==> src/acia_pkg.sv <==
// Shared types, codes and format tables for the asynchronous serial interface.
`timescale 1ns / 1ps
`default_nettype none

package acia_pkg;

    localparam logic [3:0] OP_CTRL_WR = 4'd0;
    localparam logic [3:0] OP_DATA_WR = 4'd1;
    localparam logic [3:0] OP_STAT_RD = 4'd2;
    localparam logic [3:0] OP_DATA_RD = 4'd3;
    localparam logic [3:0] OP_RXC     = 4'd4;
    localparam logic [3:0] OP_TXC     = 4'd5;
    localparam logic [3:0] OP_RXD     = 4'd6;
    localparam logic [3:0] OP_CTS     = 4'd7;
    localparam logic [3:0] OP_DCD     = 4'd8;

    localparam logic [7:0] ST_RDRF = 8'h01;
    localparam logic [7:0] ST_TDRE = 8'h02;
    localparam logic [7:0] ST_DCD  = 8'h04;
    localparam logic [7:0] ST_CTS  = 8'h08;
    localparam logic [7:0] ST_FE   = 8'h10;
    localparam logic [7:0] ST_OVRN = 8'h20;
    localparam logic [7:0] ST_PE   = 8'h40;
    localparam logic [7:0] ST_IRQ  = 8'h80;

    localparam logic [1:0] PAR_NONE = 2'd0;
    localparam logic [1:0] PAR_ODD  = 2'd1;
    localparam logic [1:0] PAR_EVEN = 2'd2;

    localparam logic [1:0] PH_START = 2'd0;
    localparam logic [1:0] PH_DATA  = 2'd1;
    localparam logic [1:0] PH_STOP  = 2'd2;

    localparam logic [1:0] CIRQ_NONE   = 2'd0;
    localparam logic [1:0] CIRQ_STATUS = 2'd1;
    localparam logic [1:0] CIRQ_DATA   = 2'd2;

    localparam logic [1:0] TC_RTS_HIGH = 2'd2;
    localparam logic [1:0] TC_BREAK    = 2'd3;
    localparam logic [1:0] TC_TX_IRQ   = 2'd1;

    localparam int IN_TDATA_W  = 16;
    localparam int IN_TUSER_W  = 4;
    localparam int OUT_TDATA_W = 16;

    typedef struct packed {
        logic [3:0] op;
        logic [7:0] data;
        logic       level;
    } item_in_t;

    typedef struct packed {
        logic       irq_n;
        logic       rts;
        logic       txd;
        logic [7:0] rd;
    } item_out_t;

    typedef struct packed {
        logic [7:0] status;
        logic [7:0] tx_data;
        logic [7:0] rx_data;
        logic       first_reset;
        logic [1:0] cirq;
        logic       ovr;
        logic [6:0] divide;
        logic [3:0] frame;
        logic [1:0] parity;
        logic [1:0] stops;
        logic       brk;
        logic       tx_irq_on;
        logic       rx_irq_on;
        logic       rts;
        logic       txd;
        logic       irq_n;
        logic       txc;
        logic       rxc;
        logic       rx_level;
        logic       carrier;
        logic [1:0] tx_phase;
        logic [3:0] tx_bit;
        logic [7:0] tx_shift;
        logic       tx_par;
        logic [6:0] tx_tick;
        logic [1:0] rx_phase;
        logic [3:0] rx_bit;
        logic [9:0] rx_shift;
        logic       rx_par;
        logic [6:0] rx_tick;
    } acia_state_t;

    localparam acia_state_t STATE_RESET = '{
        status:      ST_TDRE,
        first_reset: 1'b1,
        rts:         1'b1,
        txd:         1'b1,
        irq_n:       1'b1,
        rx_level:    1'b1,
        default:     '0
    };

    function automatic logic [6:0] divide_of(input logic [1:0] sel);
        logic [6:0] d;
        case (sel)
            2'd0:    d = 7'd1;
            2'd1:    d = 7'd16;
            2'd2:    d = 7'd64;
            default: d = 7'd0;
        endcase
        return d;
    endfunction

    function automatic logic [3:0] frame_of(input logic [2:0] ws);
        return (ws == 3'd6 || ws == 3'd7) ? 4'd9 : 4'd8;
    endfunction

    function automatic logic [1:0] parity_of(input logic [2:0] ws);
        logic [1:0] p;
        case (ws)
            3'd4, 3'd5:             p = PAR_NONE;
            3'd1, 3'd3, 3'd7:       p = PAR_ODD;
            default:                p = PAR_EVEN;
        endcase
        return p;
    endfunction

    function automatic logic [1:0] stops_of(input logic [2:0] ws);
        return (ws == 3'd0 || ws == 3'd1 || ws == 3'd4) ? 2'd2 : 2'd1;
    endfunction

    function automatic acia_state_t irq_update(input acia_state_t s);
        acia_state_t r;
        logic        tx_req;
        logic        rx_req;
        logic        lvl;
        r = s;
        tx_req = s.tx_irq_on && ((s.status & ST_TDRE) != 8'h00)
                 && ((s.status & ST_CTS) == 8'h00);
        rx_req = s.rx_irq_on && (((s.status & ST_RDRF) != 8'h00) || (s.cirq != CIRQ_NONE));
        lvl = !(tx_req || rx_req);
        if (lvl != s.irq_n)
        begin
            r.irq_n = lvl;
            r.status = lvl ? (s.status & ~ST_IRQ) : (s.status | ST_IRQ);
        end
        return r;
    endfunction

endpackage

`default_nettype wire

==> src/acia_serial_interface.sv <==
// Top level of the asynchronous serial interface: item register, event core, result register.
`timescale 1ns / 1ps
`default_nettype none

// Each input item is one event (register write, register read or a new level on a
// serial line) and yields exactly one result item carrying the read byte and the
// TXD, RTS and active-low IRQ line levels after the event. Items pass through an
// input register, combinational event logic and a result register; one item is
// taken every cycle while the result is not stalled by m_tready, and the result register lets a new
// item enter while the previous result waits for m_tready.

module acia_serial_interface (
    input  wire logic                               clk,
    input  wire logic                               rst_n,
    input  wire logic                               s_tvalid,
    output logic                                    s_tready,
    input  wire logic [acia_pkg::IN_TDATA_W-1:0]    s_tdata,  // bus_data, line_level
    input  wire logic [acia_pkg::IN_TUSER_W-1:0]    s_tuser,  // operation
    output logic                                    m_tvalid,
    input  wire logic                               m_tready,
    output logic [acia_pkg::OUT_TDATA_W-1:0]        m_tdata   // read_data, txd_line,
                                                              // rts_line, irq_line_n
);

    logic                in_valid_reg;
    acia_pkg::item_in_t  in_item_reg;
    logic                out_valid_reg;
    acia_pkg::item_out_t out_item_reg;
    acia_pkg::item_out_t result;
    logic                fire;

    assign fire     = in_valid_reg && (!out_valid_reg || m_tready);
    assign s_tready = !in_valid_reg || fire;

    always_ff @(posedge clk or negedge rst_n)
    begin
        if (!rst_n)
        begin
            in_valid_reg  <= 1'b0;
            out_valid_reg <= 1'b0;
        end
        else
        begin
            if (s_tvalid && s_tready)
            begin
                in_valid_reg <= 1'b1;
            end
            else if (fire)
            begin
                in_valid_reg <= 1'b0;
            end
            if (fire)
            begin
                out_valid_reg <= 1'b1;
            end
            else if (m_tready)
            begin
                out_valid_reg <= 1'b0;
            end
        end
    end

    always_ff @(posedge clk)
    begin
        if (s_tvalid && s_tready)
        begin
            in_item_reg.op    <= s_tuser[3:0];
            in_item_reg.data  <= s_tdata[7:0];
            in_item_reg.level <= s_tdata[8];
        end
        if (fire)
        begin
            out_item_reg <= result;
        end
    end

    acia_core u_core (
        .clk    (clk),
        .rst_n  (rst_n),
        .step   (fire),
        .item   (in_item_reg),
        .result (result)
    );

    assign m_tvalid = out_valid_reg;
    assign m_tdata  = {5'b00000, out_item_reg.irq_n, out_item_reg.rts,
                       out_item_reg.txd, out_item_reg.rd};

endmodule

`default_nettype wire

==> src/acia_core.sv <==
// Interface state registers and the per-item event update.
`timescale 1ns / 1ps
`default_nettype none

module acia_core (
    input  wire logic               clk,
    input  wire logic               rst_n,
    input  wire logic               step,
    input  wire acia_pkg::item_in_t item,
    output acia_pkg::item_out_t     result
);

    acia_pkg::acia_state_t state_reg;
    acia_pkg::acia_state_t state_next;

    logic [7:0] rd;
    logic [2:0] ws;
    logic [1:0] tc;
    logic       rts_v;
    logic [6:0] tick_inc;
    logic [3:0] bit_inc;
    logic [9:0] shift_or;
    logic       par_v;
    logic       odd_v;

    always_comb
    begin
        state_next = state_reg;
        rd = '0;
        ws = item.data[4:2];
        tc = item.data[6:5];
        rts_v = 1'b0;
        tick_inc = '0;
        bit_inc = '0;
        shift_or = '0;
        par_v = 1'b0;
        odd_v = (state_reg.parity == acia_pkg::PAR_ODD);
        unique case (item.op)
            acia_pkg::OP_CTRL_WR:
            begin
                state_next.divide = acia_pkg::divide_of(item.data[1:0]);
                state_next.frame = acia_pkg::frame_of(ws);
                state_next.parity = acia_pkg::parity_of(ws);
                state_next.stops = acia_pkg::stops_of(ws);
                state_next.brk = (tc == acia_pkg::TC_BREAK);
                state_next.tx_irq_on = (tc == acia_pkg::TC_TX_IRQ);
                state_next.rx_irq_on = item.data[7];
                rts_v = (tc == acia_pkg::TC_RTS_HIGH);
                if (state_next.divide == '0)
                begin
                    if (state_reg.first_reset)
                    begin
                        rts_v = 1'b1;
                        state_next.first_reset = 1'b0;
                    end
                    state_next.cirq = acia_pkg::CIRQ_NONE;
                    state_next.ovr = 1'b0;
                    state_next.rx_phase = acia_pkg::PH_START;
                    state_next.rx_tick = '0;
                    state_next.tx_phase = acia_pkg::PH_START;
                    state_next.txd = 1'b1;
                    state_next.status = (state_reg.status & acia_pkg::ST_CTS)
                                        | acia_pkg::ST_TDRE
                                        | (state_reg.carrier ? acia_pkg::ST_DCD : 8'h00);
                end
                state_next.rts = rts_v;
                state_next = acia_pkg::irq_update(state_next);
            end
            acia_pkg::OP_DATA_WR:
            begin
                state_next.tx_data = item.data;
                state_next.status = state_reg.status & ~acia_pkg::ST_TDRE;
                state_next = acia_pkg::irq_update(state_next);
            end
            acia_pkg::OP_STAT_RD:
            begin
                rd = state_reg.status;
                if ((rd & acia_pkg::ST_CTS) != 8'h00)
                begin
                    rd = rd & ~acia_pkg::ST_TDRE;
                end
                if (state_reg.cirq == acia_pkg::CIRQ_STATUS)
                begin
                    state_next.cirq = acia_pkg::CIRQ_DATA;
                end
            end
            acia_pkg::OP_DATA_RD:
            begin
                if (state_reg.ovr)
                begin
                    state_next.status = state_reg.status | acia_pkg::ST_OVRN;
                    state_next.ovr = 1'b0;
                end
                else
                begin
                    state_next.status = state_reg.status
                                        & ~(acia_pkg::ST_OVRN | acia_pkg::ST_RDRF);
                end
                if (state_reg.cirq == acia_pkg::CIRQ_DATA)
                begin
                    state_next.cirq = acia_pkg::CIRQ_NONE;
                end
                state_next = acia_pkg::irq_update(state_next);
                rd = state_reg.rx_data;
            end
            acia_pkg::OP_RXC:
            begin
                if (item.level != state_reg.rxc)
                begin
                    state_next.rxc = item.level;
                    if (item.level && state_reg.divide != '0)
                    begin
                        if (state_reg.carrier)
                        begin
                            if ((state_reg.status & acia_pkg::ST_DCD) == 8'h00)
                            begin
                                state_next.status = state_reg.status | acia_pkg::ST_DCD;
                                state_next.cirq = acia_pkg::CIRQ_STATUS;
                            end
                            state_next.rx_phase = acia_pkg::PH_START;
                            state_next.rx_tick = '0;
                        end
                        else
                        begin
                            if (state_reg.cirq == acia_pkg::CIRQ_NONE)
                            begin
                                state_next.status = state_reg.status & ~acia_pkg::ST_DCD;
                            end
                            tick_inc = state_reg.rx_tick + 7'd1;
                            state_next.rx_tick = tick_inc;
                            if (state_reg.rx_phase == acia_pkg::PH_DATA)
                            begin
                                if (tick_inc == state_reg.divide)
                                begin
                                    state_next.rx_tick = '0;
                                    bit_inc = state_reg.rx_bit + 4'd1;
                                    state_next.rx_bit = bit_inc;
                                    shift_or = state_reg.rx_shift
                                        | ((state_reg.rx_level && state_reg.frame < 4'd10)
                                           ? (10'd1 << state_reg.frame) : 10'd0);
                                    state_next.rx_shift = {1'b0, shift_or[9:1]};
                                    par_v = state_reg.rx_par ^ state_reg.rx_level;
                                    state_next.rx_par = par_v;
                                    if (bit_inc == state_reg.frame)
                                    begin
                                        if ((state_next.status & acia_pkg::ST_RDRF) != 8'h00)
                                        begin
                                            state_next.ovr = 1'b1;
                                        end
                                        else
                                        begin
                                            par_v = par_v ^ odd_v;
                                            state_next.rx_par = par_v;
                                            if (state_reg.parity != acia_pkg::PAR_NONE && par_v)
                                            begin
                                                state_next.status = state_next.status
                                                                    | acia_pkg::ST_PE;
                                            end
                                            else
                                            begin
                                                state_next.status = state_next.status
                                                                    & ~acia_pkg::ST_PE;
                                            end
                                            state_next.rx_data = shift_or[8:1];
                                            if (state_reg.frame == 4'd8
                                                && state_reg.parity != acia_pkg::PAR_NONE)
                                            begin
                                                state_next.rx_data[7] = 1'b0;
                                            end
                                            state_next.status = state_next.status
                                                                | acia_pkg::ST_RDRF;
                                        end
                                        state_next.rx_phase = acia_pkg::PH_STOP;
                                    end
                                end
                            end
                            else if (state_reg.rx_phase == acia_pkg::PH_STOP)
                            begin
                                if (tick_inc == state_reg.divide)
                                begin
                                    state_next.rx_tick = '0;
                                    if (!state_reg.rx_level)
                                    begin
                                        state_next.status = state_next.status | acia_pkg::ST_FE;
                                    end
                                    else
                                    begin
                                        state_next.status = state_next.status
                                                            & ~acia_pkg::ST_FE;
                                    end
                                    state_next.rx_phase = acia_pkg::PH_START;
                                end
                            end
                            else
                            begin
                                state_next.rx_phase = acia_pkg::PH_START;
                                if (!state_reg.rx_level)
                                begin
                                    if (tick_inc >= {1'b0, state_reg.divide[6:1]})
                                    begin
                                        state_next.rx_phase = acia_pkg::PH_DATA;
                                        state_next.rx_tick = '0;
                                        state_next.rx_shift = '0;
                                        state_next.rx_par = 1'b0;
                                        state_next.rx_bit = '0;
                                    end
                                end
                                else
                                begin
                                    state_next.rx_tick = '0;
                                end
                            end
                        end
                        state_next = acia_pkg::irq_update(state_next);
                    end
                end
            end
            acia_pkg::OP_TXC:
            begin
                if (item.level != state_reg.txc)
                begin
                    state_next.txc = item.level;
                    if (!item.level && state_reg.divide != '0)
                    begin
                        tick_inc = state_reg.tx_tick + 7'd1;
                        state_next.tx_tick = tick_inc;
                        if (state_reg.tx_phase == acia_pkg::PH_DATA)
                        begin
                            if (tick_inc == state_reg.divide)
                            begin
                                state_next.tx_tick = '0;
                                bit_inc = state_reg.tx_bit + 4'd1;
                                state_next.tx_bit = bit_inc;
                                if (bit_inc != state_reg.frame
                                    || state_reg.parity == acia_pkg::PAR_NONE)
                                begin
                                    state_next.txd = state_reg.tx_shift[0];
                                    state_next.tx_par = state_reg.tx_par ^ state_reg.tx_shift[0];
                                    state_next.tx_shift = {1'b0, state_reg.tx_shift[7:1]};
                                end
                                else
                                begin
                                    state_next.tx_par = state_reg.tx_par ^ odd_v;
                                    state_next.txd = state_reg.tx_par ^ odd_v;
                                end
                                if (bit_inc == state_reg.frame)
                                begin
                                    state_next.tx_phase = acia_pkg::PH_STOP;
                                    state_next.tx_bit = '0;
                                end
                            end
                        end
                        else if (state_reg.tx_phase == acia_pkg::PH_STOP)
                        begin
                            if (tick_inc == state_reg.divide)
                            begin
                                state_next.tx_tick = '0;
                                bit_inc = state_reg.tx_bit + 4'd1;
                                state_next.tx_bit = bit_inc;
                                state_next.txd = 1'b1;
                                if (bit_inc == {2'b00, state_reg.stops})
                                begin
                                    state_next.tx_phase = acia_pkg::PH_START;
                                end
                            end
                        end
                        else
                        begin
                            state_next.tx_phase = acia_pkg::PH_START;
                            state_next.tx_tick = '0;
                            if ((state_reg.status & acia_pkg::ST_TDRE) == 8'h00
                                && (state_reg.status & acia_pkg::ST_CTS) == 8'h00)
                            begin
                                state_next.tx_phase = acia_pkg::PH_DATA;
                                state_next.tx_shift = state_reg.tx_data;
                                state_next.tx_bit = '0;
                                state_next.tx_par = 1'b0;
                                state_next.status = state_reg.status | acia_pkg::ST_TDRE;
                                state_next.txd = 1'b0;
                            end
                            else
                            begin
                                state_next.txd = !state_reg.brk;
                            end
                        end
                    end
                    state_next = acia_pkg::irq_update(state_next);
                end
            end
            acia_pkg::OP_RXD:
            begin
                state_next.rx_level = item.level;
            end
            acia_pkg::OP_CTS:
            begin
                state_next.status = item.level ? (state_reg.status | acia_pkg::ST_CTS)
                                               : (state_reg.status & ~acia_pkg::ST_CTS);
            end
            acia_pkg::OP_DCD:
            begin
                state_next.carrier = item.level;
            end
            default:
            begin
                state_next = state_reg;
            end
        endcase
    end

    always_ff @(posedge clk or negedge rst_n)
    begin
        if (!rst_n)
        begin
            state_reg <= acia_pkg::STATE_RESET;
        end
        else if (step)
        begin
            state_reg <= state_next;
        end
    end

    assign result.rd    = rd;
    assign result.txd   = state_next.txd;
    assign result.rts   = state_next.rts;
    assign result.irq_n = state_next.irq_n;

endmodule

`default_nettype wire

==> config.mk <==
export PLATFORM = sky130hd
export DESIGN_NAME = acia_serial_interface
export DESIGN_NICKNAME = d
export VERILOG_FILES = /design/src/acia_pkg.sv /design/src/acia_serial_interface.sv /design/src/acia_core.sv
export SDC_FILE = /design/constraint.sdc
export NUM_CORES = 1
export LEC_CHECK = 0
export BUFFER_PORTS_ARGS = -buffer_cell sky130_fd_sc_hd__clkbuf_2
export CORE_MARGIN = 1
export CORE_UTILIZATION = 50
export DETAILED_ROUTE_END_ITERATION = 8
export GPL_TIMING_DRIVEN = 0
export PLACE_DENSITY_LB_ADDON = 0.12
export SETUP_SLACK_MARGIN = 0.3
export SLEW_MARGIN = 40
export SYNTH_ARGS = -nofsm -noshare
export SYNTH_HDL_FRONTEND = slang
export SYNTH_SLANG_ARGS = --single-unit
export TNS_END_PERCENT = 100
==> constraint.sdc <==
create_clock -name clk -period 3.6 [get_ports clk]
set_clock_uncertainty 0.1 [all_clocks]
set_input_delay 0 -clock clk [delete_from_list [all_inputs] [get_ports clk]]
set_output_delay 0 -clock clk [all_outputs]
set_load 0.03 [all_outputs]
==> results of run 1 <==
[timing repair]
item                                    4_1_cts  5_1_grt
endpoints found under the setup margin        1        8
endpoints found under the hold margin       102        0
gates resized for setup                       2        5
setup buffers                                 0        1
hold buffers                                 18        0
[power groups by stage]
stage	logic (mW)	clock network [mW]	registers [mW]
after floorplan	0.537	0	1.63
after global placement	0.743	0	1.64
after detailed placement	0.761	0	1.64
after CTS	0.788	1.80	1.62
after global routing	0.888	1.86	1.64
final	0.805	1.78	1.62
[path summary, 6_finish.rpt]
| check | cells after the start | endpoint | slack [ns] |
|---|---|---|---|
| max in group asynchronous | 3 | u_core.state_reg[51] | 3.01 |
| setup / recovery | 10 | u_core.state_reg[98] | 0.47 |
| hold reg to reg | 2 | u_core.state_reg[82] | 0.37 |
| setup reg to reg | 10 | u_core.state_reg[98] | 0.47 |
| hold / removal | 3 | u_core.state_reg[1] | 0.02 |
| min in group clk | 2 | in_item_reg[1] | 0.20 |
[placed cells by master, fill, tap and decap left out, types with 18 or more instances in the layout]
cell / n
dfrtp_1: 87
nand2_1: 104
inv_1: 25
a21oi_1: 23
clkbuf_2: 29
nor2_1: 40
mux2_2: 22
clkbuf_16: 18
o21ai_0: 47
edfxtp_1: 24
nand3_1: 21
[per-stage QoR]
stage               utilization  setup WS (ns)
floorplan                     -          0.900
global placement          0.541          0.275
detailed placement        0.545          0.300
CTS                       0.607          0.339
global route              0.609          0.271
finish                    0.609          0.469
[routing by layer]
metal / track usage / vias up
met3: 0.0560 / 35
met2: 0.415 / 218
met5: 0 / -
met4: 0.0994 / 0
li1: - / 2694
met1: 0.357 / 2774
[final cells by class]
type                       count  area, sq um  share of cell area
timing repair buffer          51          389              0.0484
sequential                   117         3060               0.380
inverter                      27          101              0.0126
tap                          176          220              0.0274
clock inverter                14          173              0.0215
clock buffer                  18          450              0.0561
multi-input combinational    521         3460               0.431
buffer                        37          184              0.0229
[kinds of logic (layout without fill, tap and decap cells)]
logic type               after synthesis  in the layout  share of synthesized area
AO/OA/AOI/OAI                        170            170                      0.176
XOR/XNOR                              27             27                     0.0437
adder cells (fa/ha/maj)               15             15                     0.0278
buffers and inverters                 64            147                     0.0420
flip-flops                           117            117                      0.452
multiplexers                          27             27                     0.0441
other                                  1              5                   0.000555
AND/OR/NAND/NOR                      277            277                      0.214
[tightest hold or removal path: cells and delay by family]
| kind | cells | cell delay [ns] |
|---|---|---|
| buf+inv | 3 | 0.90 |
==> results.json, run 1 <==
{
  "vias": 5721,
  "finalSetupViolCount": 0,
  "final-hold-violation-count": 0,
  "drc": 0,
  "yosys_warnings": 0,
  "hold-worst-slack_ns": 0.0246,
  "clock_tree.buffer_depth": 2,
  "regToRegStartpoint": "in_item_reg[2]",
  "drt-met1-wl_um": 7910,
  "slowest_stage": "edfxtp_1",
  "critPathMaxStageDelay_ns": 0.46,
  "worstPathCellList": "and2_1 -> nor2_1 -> o32ai_1 -> ha_1 -> nand3_1 -> or3b_1 -> nor4b_2 -> o211ai_1 -> a21oi_1 -> mux2i_1",
  "yosys.area.top_type_share": 0.322,
  "cp-start-kind": "register",
  "first_pass_iters": 5,
  "antenna_cells": 0,
  "ant_nets": 0,
  "coreArea_sq_mm": 0.0132,
  "track_usage": 0.264,
  "cp.arrival_ns": 3.37,
  "clock_latency_ns": 0.42,
  "p_seq_frac": 0.385,
  "p_int_mw": 2.94,
  "dp_cells": 910,
  "powerDensity_mw_per_mm2": 524,
  "die_w_um": 118,
  "std_cell_rows": 42,
  "h-tree-depth": 4,
  "cap_violations": 0,
  "irDropWorstVdd_v": 0.000357,
  "clkTransAtPathRegs_ns": 0.06,
  "max_freq_mhz": 319,
  "cp_max_fo": 6,
  "wl_um": 17500,
  "ys_ff_latch": 117,
  "syn_area_sq_mm": 0.00676,
  "crit_family": "simple AND/OR/NAND/NOR gates",
  "startpoint": "in_item_reg[2]",
  "pwr-share-comb": 0.191,
  "yosys.area.top_type": "dfrtp_1",
  "start_util": 0.513,
  "final_cells": 961,
  "ys_types": 84,
  "grt_pass1_vias": 5589,
  "switchingPower_mw": 1.27,
  "layout-drive-gt1-share": 0.185,
  "synth.most_common_cell": "nand2_1",
  "postSynthAreaPerCell_sq_um": 9.69,
  "ys_seq_area_frac": 0.452,
  "cts_sinks": 117,
  "boundaryPins": 42,
  "grt-ovfl-total": 0,
  "synth_common_cells": "104 x nand2_1, 87 x dfrtp_1, 47 x o21ai_0",
  "grt_max_degree": 59,
  "max_slew.worst_pin.slew_ns": 0.741,
  "cts_buffers": 17,
  "synth_cells": 698,
  "syn_to_final_growth_pct": 18.8,
  "crit_buf_inv": 0,
  "synth_area_leaders": "dfrtp_1 32%, edfxtp_1 11%, nand2_1 5.8%",
  "total_power_mw": 4.21,
  "largest_reg_flops": 91,
  "synthArstFlopShare": 0.795,
  "pwr-share-clk": 0.424,
  "endpoint_kind": "register",
  "gp_congestion": 0.907,
  "stdcell_area_sq_mm": 0.00803,
  "dieArea_sq_mm": 0.0140,
  "cellLeakagePower_nw": 3.51,
  "post-route-period-util": 0.870,
  "outcome": "complete, no violations",
  "postPlaceCellArea_sq_mm": 0.00719,
  "finalSetupTns_ns": 0,
  "cp.required_ns": 3.84,
  "drt_first_iter_violations": 591,
  "top_layer_used": "met4",
  "grt_setup_unrepaired": "true",
  "port_buffers": 29,
  "antenna_found_initial": 0,
  "routedWlPerCell_um": 18.2,
  "met2WireLength_um": 8140,
  "die_h_um": 118,
  "crit_type": "register to register",
  "period_minus_slack_ns": 3.13,
  "grt_pass1_wl_um": 28500,
  "maxSlewViolCount": 0,
  "slew_headroom": 0.492,
  "synth_edf_count": 24,
  "fillCellCount": 1146,
  "fin_nets": 811,
  "min_path_type": "primary input to asynchronous set/reset pin",
  "clockRootBuffer": "clkbuf_16",
  "route.met3.wl_um": 1000,
  "synth_ff_type": "dfrtp_1",
  "switching_share": 0.302,
  "dp_hpwl_um": 12200,
  "vias_per_cell": 5.95,
  "cts_tree": "built"
}
Note: power is estimated with default switching activity, not from simulation.
==> inputs of run 2 (changes only) <==
--- a/config.mk
+++ b/config.mk
@@ -7,10 +7,10 @@
 export LEC_CHECK = 0
 export BUFFER_PORTS_ARGS = -buffer_cell sky130_fd_sc_hd__clkbuf_2
 export CORE_MARGIN = 1
-export CORE_UTILIZATION = 50
+export CORE_UTILIZATION = 42
 export DETAILED_ROUTE_END_ITERATION = 8
 export GPL_TIMING_DRIVEN = 0
-export PLACE_DENSITY_LB_ADDON = 0.12
+export PLACE_DENSITY_LB_ADDON = 0.05
 export SETUP_SLACK_MARGIN = 0.3
 export SLEW_MARGIN = 40
 export SYNTH_ARGS = -nofsm -noshare
==> run 2 against run 1 <==
Effect of this change:
- global-route usage shrank 3.0 points
- core utilization shrank 9.9 points
- flip-flop and latch count is the same
- critical path depth grew 1
- clock-buffer cell count shrank 1
- maximum frequency shrank 0.96%
- critical endpoint unchanged
- largest cell class unchanged
- cell count grew 4.1%
- combinational power is essentially flat
==> results.json, run 2 (same netlist as run 1, synthesis figures left out) <==
{
  "final_common_cell": "nand2_1",
  "endpoint_kind": "register",
  "final-hold-violation-count": 0,
  "dpl_worst_slack_ns": 0.276,
  "wl_um": 17900,
  "max_freq_mhz": 316,
  "cp-start-kind": "register",
  "finalSetupTns_ns": 0,
  "drt_first_iter_violations": 471,
  "die_h_um": 129,
  "grt-ovfl-total": 0,
  "clkTransAtPathRegs_ns": 0.06,
  "track_usage": 0.233,
  "post-route-period-util": 0.878,
  "final_core_util": 0.510,
  "syn_to_final_growth_pct": 18.9,
  "min_path_type": "primary input to asynchronous set/reset pin",
  "final_cell_mix": "104 x nand2_1, 87 x dfrtp_1, 47 x o21ai_0",
  "clockRootBuffer": "clkbuf_16",
  "cellLeakagePower_nw": 3.48,
  "rr_worst_depth": 11,
  "antenna_cells": 0,
  "worstPathCellList": "clkbuf_1 -> nand3b_1 -> a21boi_1 -> ha_1 -> nor2b_1 -> o22ai_1 -> a22o_1 -> nor4b_2 -> o211ai_1 -> a21oi_1 -> mux2i_1",
  "drc": 0,
  "total_power_mw": 4.10,
  "cp_max_fo": 9,
  "critPathMaxStageDelay_ns": 0.38,
  "grt_pass1_vias": 5409,
  "std_cell_rows": 46,
  "r2r_end": "u_core.state_reg[98]",
  "crit_path_end": "u_core.state_reg[98]",
  "grt_pass1_wl_um": 29200,
  "dieArea_sq_mm": 0.0166,
  "port_buffers": 29,
  "dp_hpwl_um": 12600,
  "powerDensity_mw_per_mm2": 510,
  "cp.arrival_ns": 3.41,
  "boundaryPins": 42,
  "cts_sinks": 117,
  "cts_buffers": 17,
  "vias_per_cell": 5.63,
  "ant_nets": 0,
  "fin_ws_ns": 0.438,
  "grt_use_met2": 0.354,
  "crit_type": "register to register",
  "fin_nets": 810,
  "hold-worst-slack_ns": 0.0969,
  "start_util": 0.429,
  "layout-drive-gt1-share": 0.181,
  "regToRegStartpoint": "u_core.state_reg[94]",
  "largest_reg_flops": 91,
  "finalSetupViolCount": 0,
  "startpoint": "u_core.state_reg[94]",
  "h-tree-depth": 4,
  "use_met1": 0.332,
  "grt_max_degree": 58,
  "met3_usage": 0.0407,
  "vias": 5629,
  "cts_tree": "built",
  "gp_congestion": 0.877,
  "slowest_stage": "clkbuf_1",
  "coreArea_sq_mm": 0.0158,
  "period_minus_slack_ns": 3.16,
  "max_slew.worst_pin.slew_ns": 0.796,
  "grt.busiest_layer": "met2",
  "routedWlPerCell_um": 17.9,
  "slew_headroom": 0.454,
  "maxSlewViolCount": 0,
  "antenna_found_initial": 0,
  "clock_latency_ns": 0.42,
  "die_w_um": 129,
  "outcome": "complete, no violations",
  "first_pass_iters": 5,
  "irDropWorstVdd_v": 0.000338,
  "cap_violations": 0,
  "cp.required_ns": 3.85,
  "grt_setup_unrepaired": "true",
  "r2r_slack_ns": 0.44,
  "clock_tree.buffer_depth": 2
}
-- run 2: power by group --
group	switching, mW	internal [mW]	total [mW]
clock	0.654	1.02	1.67
sequential	0.119	1.50	1.62
combinational	0.502	0.301	0.803
-- run 2: worst min path at each step --
| stage | endpoint | cells after the start |
|---|---|---|
| 2_1_floorplan | in_valid_reg | 0 |
| 3_3_place_gp | in_item_reg[8] | 1 |
| 3_5_place_dp | u_core.state_reg[1] | 1 |
| 4_1_cts | u_core.state_reg[47] | 2 |
| 5_1_grt | u_core.state_reg[92] | 2 |
| 6_report | u_core.state_reg[47] | 2 |
-- run 2: routing by layer --
metal | vias to the layer above | share of wire
li1 | 2690 | -
met4 | 0 | 0.026
met2 | 154 | 0.45
met3 | 37 | 0.044
met5 | - | 0
met1 | 2748 | 0.48
-- run 2: repair_timing --
item                                   CTS  global route
endpoints found under the hold margin  108             0
gates cloned                             0             0
gates resized for setup                  2             3
setup endpoints to repair                1             8
setup buffers                            0             1
hold buffers                            18             0
-- run 2: area by class of cell --
class	instances	area, sq um
timing repair buffer	50	384
clock buffer	17	425
inverter	27	101
fill	1501	7730
sequential	117	3060
tap	216	270
multi-input combinational	521	3460
clock inverter	15	155
buffer	37	183
-- run 2: worst max-delay path: cells and delay by family (launching register included) --
kind / cells / cell delay (ns)
AO/OA/AOI/OAI: 5 / 1.04
buffers and inverters: 1 / 0.38
multiplexers: 1 / 0.20
adder cells (fa/ha/maj): 1 / 0.29
AND/OR/NAND/NOR: 3 / 0.76
flip-flops: 1 / 0.31
-- run 2: stage by stage --
stage	instances	cell area, sq um
6_report	1000	8040
3_3_place_gp	947	7190
4_1_cts	999	8010
3_5_place_dp	949	7240
2_1_floorplan	702	6780
5_1_grt	1000	8040
